[config.mk]
export PLATFORM = sky130hd
export DESIGN_NAME = kmst_ctrl
export DESIGN_NICKNAME = d
export VERILOG_FILES = /design/src/kmst_pkg.sv /design/src/kmst_ctrl.sv
export SDC_FILE = /design/constraint.sdc
export NUM_CORES = 1
export LEC_CHECK = 0
export BUFFER_PORTS_ARGS = -buffer_cell sky130_fd_sc_hd__buf_2
export CORE_AREA = 2 2 39 41
export CTS_CLUSTER_SIZE = 14
export DETAILED_ROUTE_END_ITERATION = 6
export DIE_AREA = 0 0 41 43
export REMOVE_ABC_BUFFERS = 1
export SLEW_MARGIN = 20
export SYNTH_ARGS = -nofsm -noshare
export SYNTH_HDL_FRONTEND = slang
export SYNTH_SLANG_ARGS = --single-unit
[constraint.sdc]
create_clock -name clock -period 1.46 [get_ports clock]
set_clock_uncertainty 0.2 [all_clocks]
set_input_delay 0.073 -clock clock [delete_from_list [all_inputs] [get_ports clock]]
set_output_delay 0.073 -clock clock [all_outputs]
set_load 0.005 [all_outputs]
[src/kmst_pkg.sv]
// ----------------------------------------------------------------------------
// kmst_pkg
// Shared types and constants of the spanning tree engine: payload words,
// controller states and the command and status groups between its parts.
// ----------------------------------------------------------------------------
package kmst_pkg;

   localparam logic [6:0] VERTEX_COUNT_RESET = 7'd64;
   localparam logic [0:0] REG_VERTEX_COUNT   = 1'b0;

   typedef struct packed {
      logic [5:0]         edge_src;
      logic [5:0]         edge_dest;
      logic signed [15:0] edge_weight;
      logic               last_edge;
   } req_type;

   typedef struct packed {
      logic [5:0]         tree_src;
      logic [5:0]         tree_dest;
      logic signed [15:0] tree_weight;
      logic               edge_present;
      logic               overflowed;
      logic               last_result;
   } rsp_type;

   typedef enum logic [3:0] {
      ST_IDLE,
      ST_INIT,
      ST_SCAN,
      ST_DRAIN,
      ST_EVAL,
      ST_FA_CHECK,
      ST_FA_WAIT,
      ST_FB_CHECK,
      ST_FB_WAIT,
      ST_JOIN,
      ST_DONE
   } state_type;

   typedef struct packed {
      logic load;
      logic init;
      logic scan_issue;
      logic next_pass;
      logic walk_load;
      logic root_a_take;
      logic unite;
      logic finish;
   } cmd_type;

   typedef struct packed {
      logic scan_last;
      logic best_found;
      logic in_range;
      logic cur_valid;
      logic roots_differ;
      logic limit_hit;
      logic limit_zero;
   } status_type;

endpackage

[src/kmst_ctrl.sv]
// ----------------------------------------------------------------------------
// kmst_ctrl
// Sequencer: edge loading, selection passes, root walks and result release.
// ----------------------------------------------------------------------------
module kmst_ctrl (
   input  logic                 clock,
   input  logic                 reset,
   input  logic                 start,
   input  logic                 last_edge,
   input  kmst_pkg::status_type status,
   output kmst_pkg::cmd_type    cmd,
   output logic                 busy
);

   kmst_pkg::state_type state_ff, state_in;

   always_ff @(posedge clock) begin
      if (reset) state_ff <= kmst_pkg::ST_IDLE;
      else       state_ff <= state_in;
   end

   always_comb begin
      state_in = state_ff;
      unique case (state_ff)
         kmst_pkg::ST_IDLE:
            if (start && last_edge) state_in = kmst_pkg::ST_INIT;
         kmst_pkg::ST_INIT:
            state_in = status.limit_zero ? kmst_pkg::ST_DONE : kmst_pkg::ST_SCAN;
         kmst_pkg::ST_SCAN:
            if (status.scan_last) state_in = kmst_pkg::ST_DRAIN;
         kmst_pkg::ST_DRAIN:
            state_in = kmst_pkg::ST_EVAL;
         kmst_pkg::ST_EVAL: begin
            if (!status.best_found)    state_in = kmst_pkg::ST_DONE;
            else if (!status.in_range) state_in = kmst_pkg::ST_SCAN;
            else                       state_in = kmst_pkg::ST_FA_CHECK;
         end
         kmst_pkg::ST_FA_CHECK:
            state_in = status.cur_valid ? kmst_pkg::ST_FA_WAIT : kmst_pkg::ST_FB_CHECK;
         kmst_pkg::ST_FA_WAIT:
            state_in = kmst_pkg::ST_FA_CHECK;
         kmst_pkg::ST_FB_CHECK:
            state_in = status.cur_valid ? kmst_pkg::ST_FB_WAIT : kmst_pkg::ST_JOIN;
         kmst_pkg::ST_FB_WAIT:
            state_in = kmst_pkg::ST_FB_CHECK;
         kmst_pkg::ST_JOIN:
            state_in = (status.roots_differ && status.limit_hit) ? kmst_pkg::ST_DONE
                                                                : kmst_pkg::ST_SCAN;
         kmst_pkg::ST_DONE:
            state_in = kmst_pkg::ST_IDLE;
         default:
            state_in = kmst_pkg::ST_IDLE;
      endcase
   end

   always_comb begin
      cmd  = '0;
      busy = 1'b1;
      unique case (state_ff)
         kmst_pkg::ST_IDLE: begin
            busy     = 1'b0;
            cmd.load = start;
         end
         kmst_pkg::ST_INIT:     cmd.init        = 1'b1;
         kmst_pkg::ST_SCAN:     cmd.scan_issue  = 1'b1;
         kmst_pkg::ST_DRAIN:    ;
         kmst_pkg::ST_EVAL:     cmd.next_pass   = 1'b1;
         kmst_pkg::ST_FA_CHECK: cmd.root_a_take = !status.cur_valid;
         kmst_pkg::ST_FA_WAIT:  cmd.walk_load   = 1'b1;
         kmst_pkg::ST_FB_CHECK: ;
         kmst_pkg::ST_FB_WAIT:  cmd.walk_load   = 1'b1;
         kmst_pkg::ST_JOIN:     cmd.unite       = 1'b1;
         kmst_pkg::ST_DONE:     cmd.finish      = 1'b1;
         default:               busy            = 1'b1;
      endcase
   end

endmodule

Yosys cells after proc, flatten, opt, wreduce, memory -nomap -nowiden
Cells that the tools add are included.

Reductions and logical operators: 6. Shifts and indexed selects: 0. Multipliers: 0. Add/sub/neg operators: 0. Divide/modulo/power cells: 0. Magnitude comparators: 0. Eq/ne operators: 12. Bitwise operators: 0. Muxes and demuxes: 18.

Operators with widths (count): $pmux W4 S10 (1); $mux W4 (5); $eq A4 B3 Y1 const B (4); $eq A4 B4 Y1 const B (3); $mux W1 (11); $eq A4 B2 Y1 const B (2); $eq A4 B1 Y1 const B (1); $logic_not A4 Y1 (1); $ne A2 B2 Y1 const B (2); $mux W3 (1); $logic_and A1 B1 Y1 (2); $reduce_and A2 Y1 (1); $reduce_or A2 Y1 (1); $logic_not A1 Y1 (1).

Output and inout bits: 9. RAM bits: 0. Input bits: 11. Logic and storage cells: 37. Flip-flop bits (word level): 4. Memories kept: 0. ROM bits: 0. Latch bits: 0.

Logic depth before layout (Yosys ltp)
Gate-level depths: netlist of run 1.

Depth in word-level cells: 3. Mapped depth: 4. Depth with buffers taken out: 3.

Least setup slack after synthesis of run 1
Ideal clock, no wire load.

Path type: register -> output. From: reg state_ff[3]. To: out cmd[3] in the netlist's numbering. Data required time: 1187 ps. Arrival time: 991 ps. Path buffers: 1. Setup slack: 196 ps. Cell stages (with the launch flop): 5. Path through: dfxtp_1 -> buf_6 -> inv_4 -> or3_4 -> a21oi_2.

RTL lines: start, declared (RTL line kmst_ctrl.sv:15) `kmst_pkg::state_type state_ff, state_in;`; start signal, assigned (RTL line kmst_ctrl.sv:18) `if (reset) state_ff <= kmst_pkg::ST_IDLE;`; start signal, assigned (RTL line kmst_ctrl.sv:19) `else state_ff <= state_in;`; end, declared (RTL line kmst_ctrl.sv:11) `output kmst_pkg::cmd_type cmd,`.

==> results of run 1 <==
-- tightest hold or removal path, cell delays in order --
cell	delay, ns
buf_2	0.11
nand2_1	0.06
a31oi_1	0.09
o311a_1	0.09
-- final cells by class --
| cell class | instances | share of cell area |
|---|---|---|
| inverters | 2 | 0.0133 |
| well taps | 16 | 0.0265 |
| multi-input cells | 39 | 0.403 |
| clock buffers | 3 | 0.0299 |
| repair buffers | 41 | 0.405 |
| flip-flops and latches | 4 | 0.123 |
-- cell usage after synthesis, drive strengths merged, types with 2 or more instances --
master and n:
dfxtp 4, a31oi 2, a21oi 4, buf 4, nor4b 2, nor3b 2
nor3 2, nand2 4, and4bb 2, nor2 5, inv 2
-- report_power, final --
| group | internal, mW | switching [mW] |
|---|---|---|
| Combinational | 0.446 | 0.311 |
| Clock | 0.0920 | 0.0466 |
| Sequential | 0.159 | 0.0978 |
-- final timing paths --
path,startpoint,endpoint,slack (ns)
min reg2reg,state_ff[2],state_ff[3],0.47
min,start,state_ff[0],0.02
max reg2reg,state_ff[2],state_ff[0],0.05
max,state_ff[2],cmd[3],-0.06
-- what timing repair did --
action | 4_1_cts | 5_1_grt
gates resized for setup | 8 | 7
buffers inserted | 3 | 7
pin swaps | 1 | 2
setup endpoints to repair | 9 | 10
endpoints found under the hold margin | 4 | 0
hold buffers | 5 | 0
-- logic make-up (layout without fill, tap and decap cells) --
kind of cell,Yosys count,count (layout),share of synthesized area
DFF,4,4,0.196
xor gates and xnor gates,1,1,0.0214
and+or+nand+nor,23,23,0.404
AOI/OAI and AO/OA,15,15,0.263
buffers and inverters,6,46,0.116
-- metrics by stage --
step                cells  power, mW
floorplan              45      0.517
global placement       87      0.751
global route          105       1.23
detailed placement     87      0.760
CTS                    98      0.990
finish                105       1.15
-- routing by layer --
layer,global-route usage,vias up,wire (um),share of wire
li1,-,267,-,-
met1,0.172,253,545,0.40
met2,0.234,14,774,0.56
met3,0.0314,2,38,0.028
met4,0.0800,0,17,0.012
met5,0,-,0,0
==> out/results.ini, run 1 <==
[finish]
seqCellArea_um2 = 92.6
nFillCells = 133
final_cell_area_um2 = 754
mostFrequentLayoutCells = buf_2, buf_4, dlygate4sd3_1
multiInputGateArea_um2 = 304
nets = 102
top_register = state_ff
final_util = 0.545
antenna_cells = 0
reg_top3 = state_ff (4)
drive_gt1_frac = 0.640
mostFrequentLayoutCell = buf_2
syn_to_final_growth_pct = 84.4
largest_reg_flops = 4

[die]
start_util = 0.296
io_pins = 20
core-area_um2 = 1380
die_height_um = 43
rows = 14
dieArea_um2 = 1760
die_w_um = 41

[global_routing]
grt_max_degree = 14
grt_pass1_wl_mm = 1.77
track_usage = 0.147
grt_pass1_vias = 429
grt_overflow = 0
grt_antenna_before_repair = 0

[critical_path]
cp_num_buf_inv = 2
slowest_stage = dfxtp_4
worst-path-stages = 4
r2r_cells = 4
worstPathMaxFanout = 4
endpoint_kind = primary output
worst-setup-path-type = reg -> out
crit_family = flip-flops
cp_cell_sequence = buf_12 -> or3_4 -> a21oi_2 -> buf_2
critPathMaxStageDelay_ns = 0.35
cp.required_ns = 1.19
start_kind = flop
critPathArrivalTime_ns = 1.24

[power]
power.density_nw_per_um2 = 1530
worst_ir_drop_vdd_mv = 0.883
leakage_nw = 0.358

[sta]
fin_crit_sh = 1.04
fmax_mhz = 659
drv_slew = 0
period_needed_ns = 1.52
fin_tns_setup_ns = -0.148
finalHoldViolations = 0
setup_slack_ns = -0.0570
fin_hold_ws_ns = 0.0189
finalSetupViolations = 6
relSlewSlack = 0.823
rsz0062_at_grt = true
worst_pin_slew_ns = 0.265

[detailed_routing]
wl_per_cell_um = 13.1
viasPerCell = 5.10
routed_wl_mm = 1.37
drtIter0Drc = 7
drc = 0
dr_total_vias = 536
drtPass1Iterations = 4
ant_nets = 0

[synthesis]
netlist_top_cells_area = dfxtp_1, nor4b_2, buf_6, a21oi_1, buf_4
async_flop_share = 0
synth_top_cell_area_share = 0.196
yosysWarningCount = 0
synth_flop_cell = dfxtp_1
seq_area_frac_synth = 0.196
synth_area_um2 = 409
yosysTopAreaCell = dfxtp_1
syn_area_per_cell_um2 = 8.35
synth_cell_types = 33
synthCells = 49
synth-seq-cells = 4
synth_edf_count = 0

[clocking]
cts_tree = built
clk_latency_ns = 0.24
h-tree-depth = 1
cts.clk_slew.worst_paths_ns = 0.04
clock-sinks = 4
clockBufferDepth = 2
cts_buffers = 3
cts-root-buf = clkbuf_4

[run_status]
violations = negative setup slack
status = complete, but fails checks

[place]
io_buffers = 19
gp_congestion = 0.734
dp_hpwl_um = 828
pre_cts_slack_ns = 0.0355
placed_area_um2 = 552

[flow_run]
max-cap-violations = 0

[min_path]
hp-class = in -> reg
min_delay_path_depth = 4

No activity file was read; power rests on OpenSTA's default activity.
==> inputs of run 2 (changes only) <==
--- a/config.mk
+++ b/config.mk
@@ -5,6 +5,7 @@
 export SDC_FILE = /design/constraint.sdc
 export NUM_CORES = 1
 export LEC_CHECK = 0
+export ABC_AREA = 1
 export BUFFER_PORTS_ARGS = -buffer_cell sky130_fd_sc_hd__buf_2
 export CORE_AREA = 2 2 39 41
 export CTS_CLUSTER_SIZE = 14
==> constraint.sdc (replaced) <==
create_clock -name clock -period 1.9 [get_ports clock]
set_clock_uncertainty 0.2 [all_clocks]
set_input_delay 0.095 -clock clock [delete_from_list [all_inputs] [get_ports clock]]
set_output_delay 0.095 -clock clock [all_outputs]
set_load 0.005 [all_outputs]
==> out/results.ini, run 2 <==
[global_routing]
grt_pass1_wl_mm = 1.51  ; -14%
top_usage_layer = met2
gr-usage-met1 = 0.149  ; -0.0222
grt_pass1_vias = 405  ; -5.6%
grt_antenna_before_repair = 0  ; unchanged
use_met3 = 0.0628  ; +0.0314
grt.met2_usage = 0.194  ; -0.0406
grt_overflow = 0  ; unchanged
grt_max_degree = 8  ; -6
track_usage = 0.130  ; -0.0170

[critical_path]
cp.required_ns = 1.89  ; +0.70 ns
worstPathMaxFanout = 6  ; +2
worst-setup-path-type = reg -> reg
timing.rr.end = state_ff[1]
endpoint_kind = flop
r2r_start = state_ff[0]
critPathArrivalTime_ns = 1.81  ; +0.57 ns
rrSetupSlack_ns = 0.08  ; +0.03 ns
start_kind = flop
r2r_cells = 5  ; +1

[synthesis]
synth_top_cell_area_share = 0.233  ; +0.0370
yosysMostFrequentCell = nand2_1
synth_flop_cell = dfxtp_1
synth_compound_area_frac = 0.0691  ; -0.194
synth_mux_area_frac = 0  ; unchanged
synth_top_family_by_area = simple AND/OR/NAND/NOR gates
synthCells = 60  ; +22%
seq_area_frac_synth = 0.233  ; +0.0370
ys_top_cells_by_count = nand2_1, inv_1, nand3_1, nor2_1, dfxtp_1
synth_area_um2 = 344  ; -16%
async_flop_share = 0  ; unchanged
synth-xor-area-share = 0  ; -0.0214
netlist_top_cells_area = dfxtp_1, nand2_1, inv_1, nand3_1, nor2_1
yosysTopAreaCell = dfxtp_1
synth_edf_count = 0  ; unchanged
syn_area_per_cell_um2 = 5.73  ; -31%
synth_fa_ha_area_frac = 0  ; unchanged
synth_cell_types = 16  ; -52%
synth-seq-cells = 4  ; unchanged
yosysWarningCount = 0  ; unchanged
yosys.area_share.simple = 0.567  ; +0.164

[place]
dp_cells = 95  ; +9.2%
dp_hpwl_um = 735  ; -11%
io_buffers = 19  ; unchanged
gp_congestion = 0.847  ; +15%
placed_area_um2 = 459  ; -17%

[detailed_routing]
dr_total_vias = 463  ; -14%
drtPass1Iterations = 4  ; unchanged
ant_nets = 0  ; unchanged
drtIter0Drc = 4  ; -3
wl_per_cell_um = 8.83  ; -33%
viasPerCell = 4.45  ; -13%
routed_wl_um = 918  ; -33%
drc = 0  ; unchanged

[finish]
final_cells = 104  ; -0.95%
antenna_cells = 0  ; unchanged
reg_top3 = state_ff (4)
largest_reg_flops = 4  ; unchanged
syn_to_final_growth_pct = 57.1
nFillCells = 157  ; +18%
nets = 101  ; -0.98%
mostFrequentLayoutCells = buf_2, nand2_1, inv_1
top_register = state_ff
final_cell_area_um2 = 541  ; -28%
mostFrequentLayoutCell = buf_2
drive_gt1_frac = 0.386  ; -0.254

[clocking]
clockBufferDepth = 2  ; unchanged
cts_buffers = 3  ; unchanged
cts-root-buf = clkbuf_4
clk_latency_ns = 0.24  ; about the same
cts.clk_slew.worst_paths_ns = 0.04  ; about the same
h-tree-depth = 1  ; unchanged
clock-sinks = 4  ; unchanged
cts_tree = built

[die]
die_w_um = 41  ; unchanged
core-area_um2 = 1380  ; unchanged
die_height_um = 43  ; unchanged
start_util = 0.249  ; -0.0470
dieArea_um2 = 1760  ; unchanged
rows = 14  ; unchanged
io_pins = 20  ; unchanged

[sta]
finalHoldViolations = 1  ; +1
fin_hold_ws_ns = -0.00616  ; -0.0251 ns
finalSetupViolations = 0  ; -6
fmax_mhz = 549
worst_pin_slew_ns = 0.280  ; +0.0151 ns
fin_tns_setup_ns = 0  ; +0.148 ns
fin_crit_sh = 0.958
relSlewSlack = 0.813  ; -0.0103
period_needed_ns = 1.82
drv_slew = 0  ; unchanged

[power]
worst_ir_drop_vdd_mv = 0.546  ; -38%
p_total_mw = 0.668  ; -42%
power.share.clock = 0.164  ; +0.044
sw_frac_of_total = 0.450  ; +0.0545
leakage_nw = 0.332  ; -7.1%
p_seq_frac = 0.231  ; +0.008
p_switching_mw = 0.301  ; -34%
p_int_mw = 0.367  ; -47%
power.density_nw_per_um2 = 1240  ; -19%
combPwrFrac = 0.605  ; -0.052

[min_path]
hold_end = state_ff[3]
min_delay_path_depth = 5  ; +1
hp-class = in -> reg
hp-start = status[0]

[run_status]
violations = negative hold slack
status = complete, but fails checks

[flow_run]
max-cap-violations = 0  ; unchanged

run 2: cell types whose count changed in the layout (fill, tap and decap cells not counted), sizes merged, moves of 3 or more:
| cell | previous run | this run |
|---|---|---|
| a21oi | 4 | 1 |
| nand2 | 4 | 17 |
| inv | 2 | 12 |
| buf | 36 | 22 |
| nand3 | 1 | 8 |
| nor2 | 5 | 12 |
run 2: power groups by stage:
| stage | logic, mW | clock network (mW) | registers, mW |
|---|---|---|---|
| final | 0.404 | 0.109 | 0.155 |
| after global routing | 0.458 | 0.118 | 0.159 |
| after CTS | 0.384 | 0.113 | 0.150 |
| after detailed placement | 0.365 | 0 | 0.151 |
| after global placement | 0.367 | 0 | 0.149 |
| after floorplan | 0.255 | 0 | 0.146 |
run 2: how the worst max path moves through the flow:
stage | start | depth (start not counted) | slack (ns) | end
final | state_ff[0] | 5 | 0.08 | state_ff[1]
after detailed placement | state_ff[3] | 4 | 0.60 | state_ff[0]
after global placement | state_ff[3] | 4 | 0.58 | state_ff[0]
after floorplan | state_ff[3] | 4 | 0.71 | state_ff[0]
after CTS | state_ff[3] | 5 | 0.08 | state_ff[1]
after global routing | state_ff[0] | 5 | -0.01 | state_ff[1]
run 2: kinds of logic (layout without fill, tap and decap cells):
family	Yosys count	in the layout
AND/OR/NAND/NOR	40	40
buffers and inverters	12	40
flip-flops	4	4
AO/OA/AOI/OAI	4	4
run 2: layout make-up:
type                            count  area [um2]  share of cell area
Inverter                           12        45.0              0.0833
Tap cell                           16        20.0              0.0370
Sequential cell                     4        81.3               0.150
Clock buffer                        3        22.5              0.0417
Multi-Input combinational cell     44         224               0.414
Timing Repair Buffer               25         148               0.273
run 2: what timing repair did:
| item | in CTS | in global routing |
|---|---|---|
| endpoints found under the hold margin | 4 | 0 |
| gates resized for setup | 0 | 2 |
| hold buffers | 3 | 0 |
| endpoints found under the setup margin | 0 | 1 |
| setup buffers | 0 | 3 |
run 2: per-stage QoR:
stage,setup slack (ns),utilization
global placement,0.581,0.332
finish,0.0798,0.391
floorplan,0.708,-
CTS,0.0800,0.370
detailed placement,0.599,0.332
global route,-0.0130,0.391
run 2: layer usage:
| metal | up-vias | wire, um |
|---|---|---|
| met4 | 0 | 10 |
| met5 | - | 0 |
| li1 | 243 | - |
| met1 | 204 | 370 |
| met3 | 3 | 71 |
| met2 | 13 | 466 |
run 2: critical path, stage by stage, from the launching register on:
cell and delay, ns:
dfxtp_1 0.36, nor2_2 0.21, nand3_1 0.14, and3_1 0.19, a21oi_1 0.11, dlygate4sd3_1 0.55
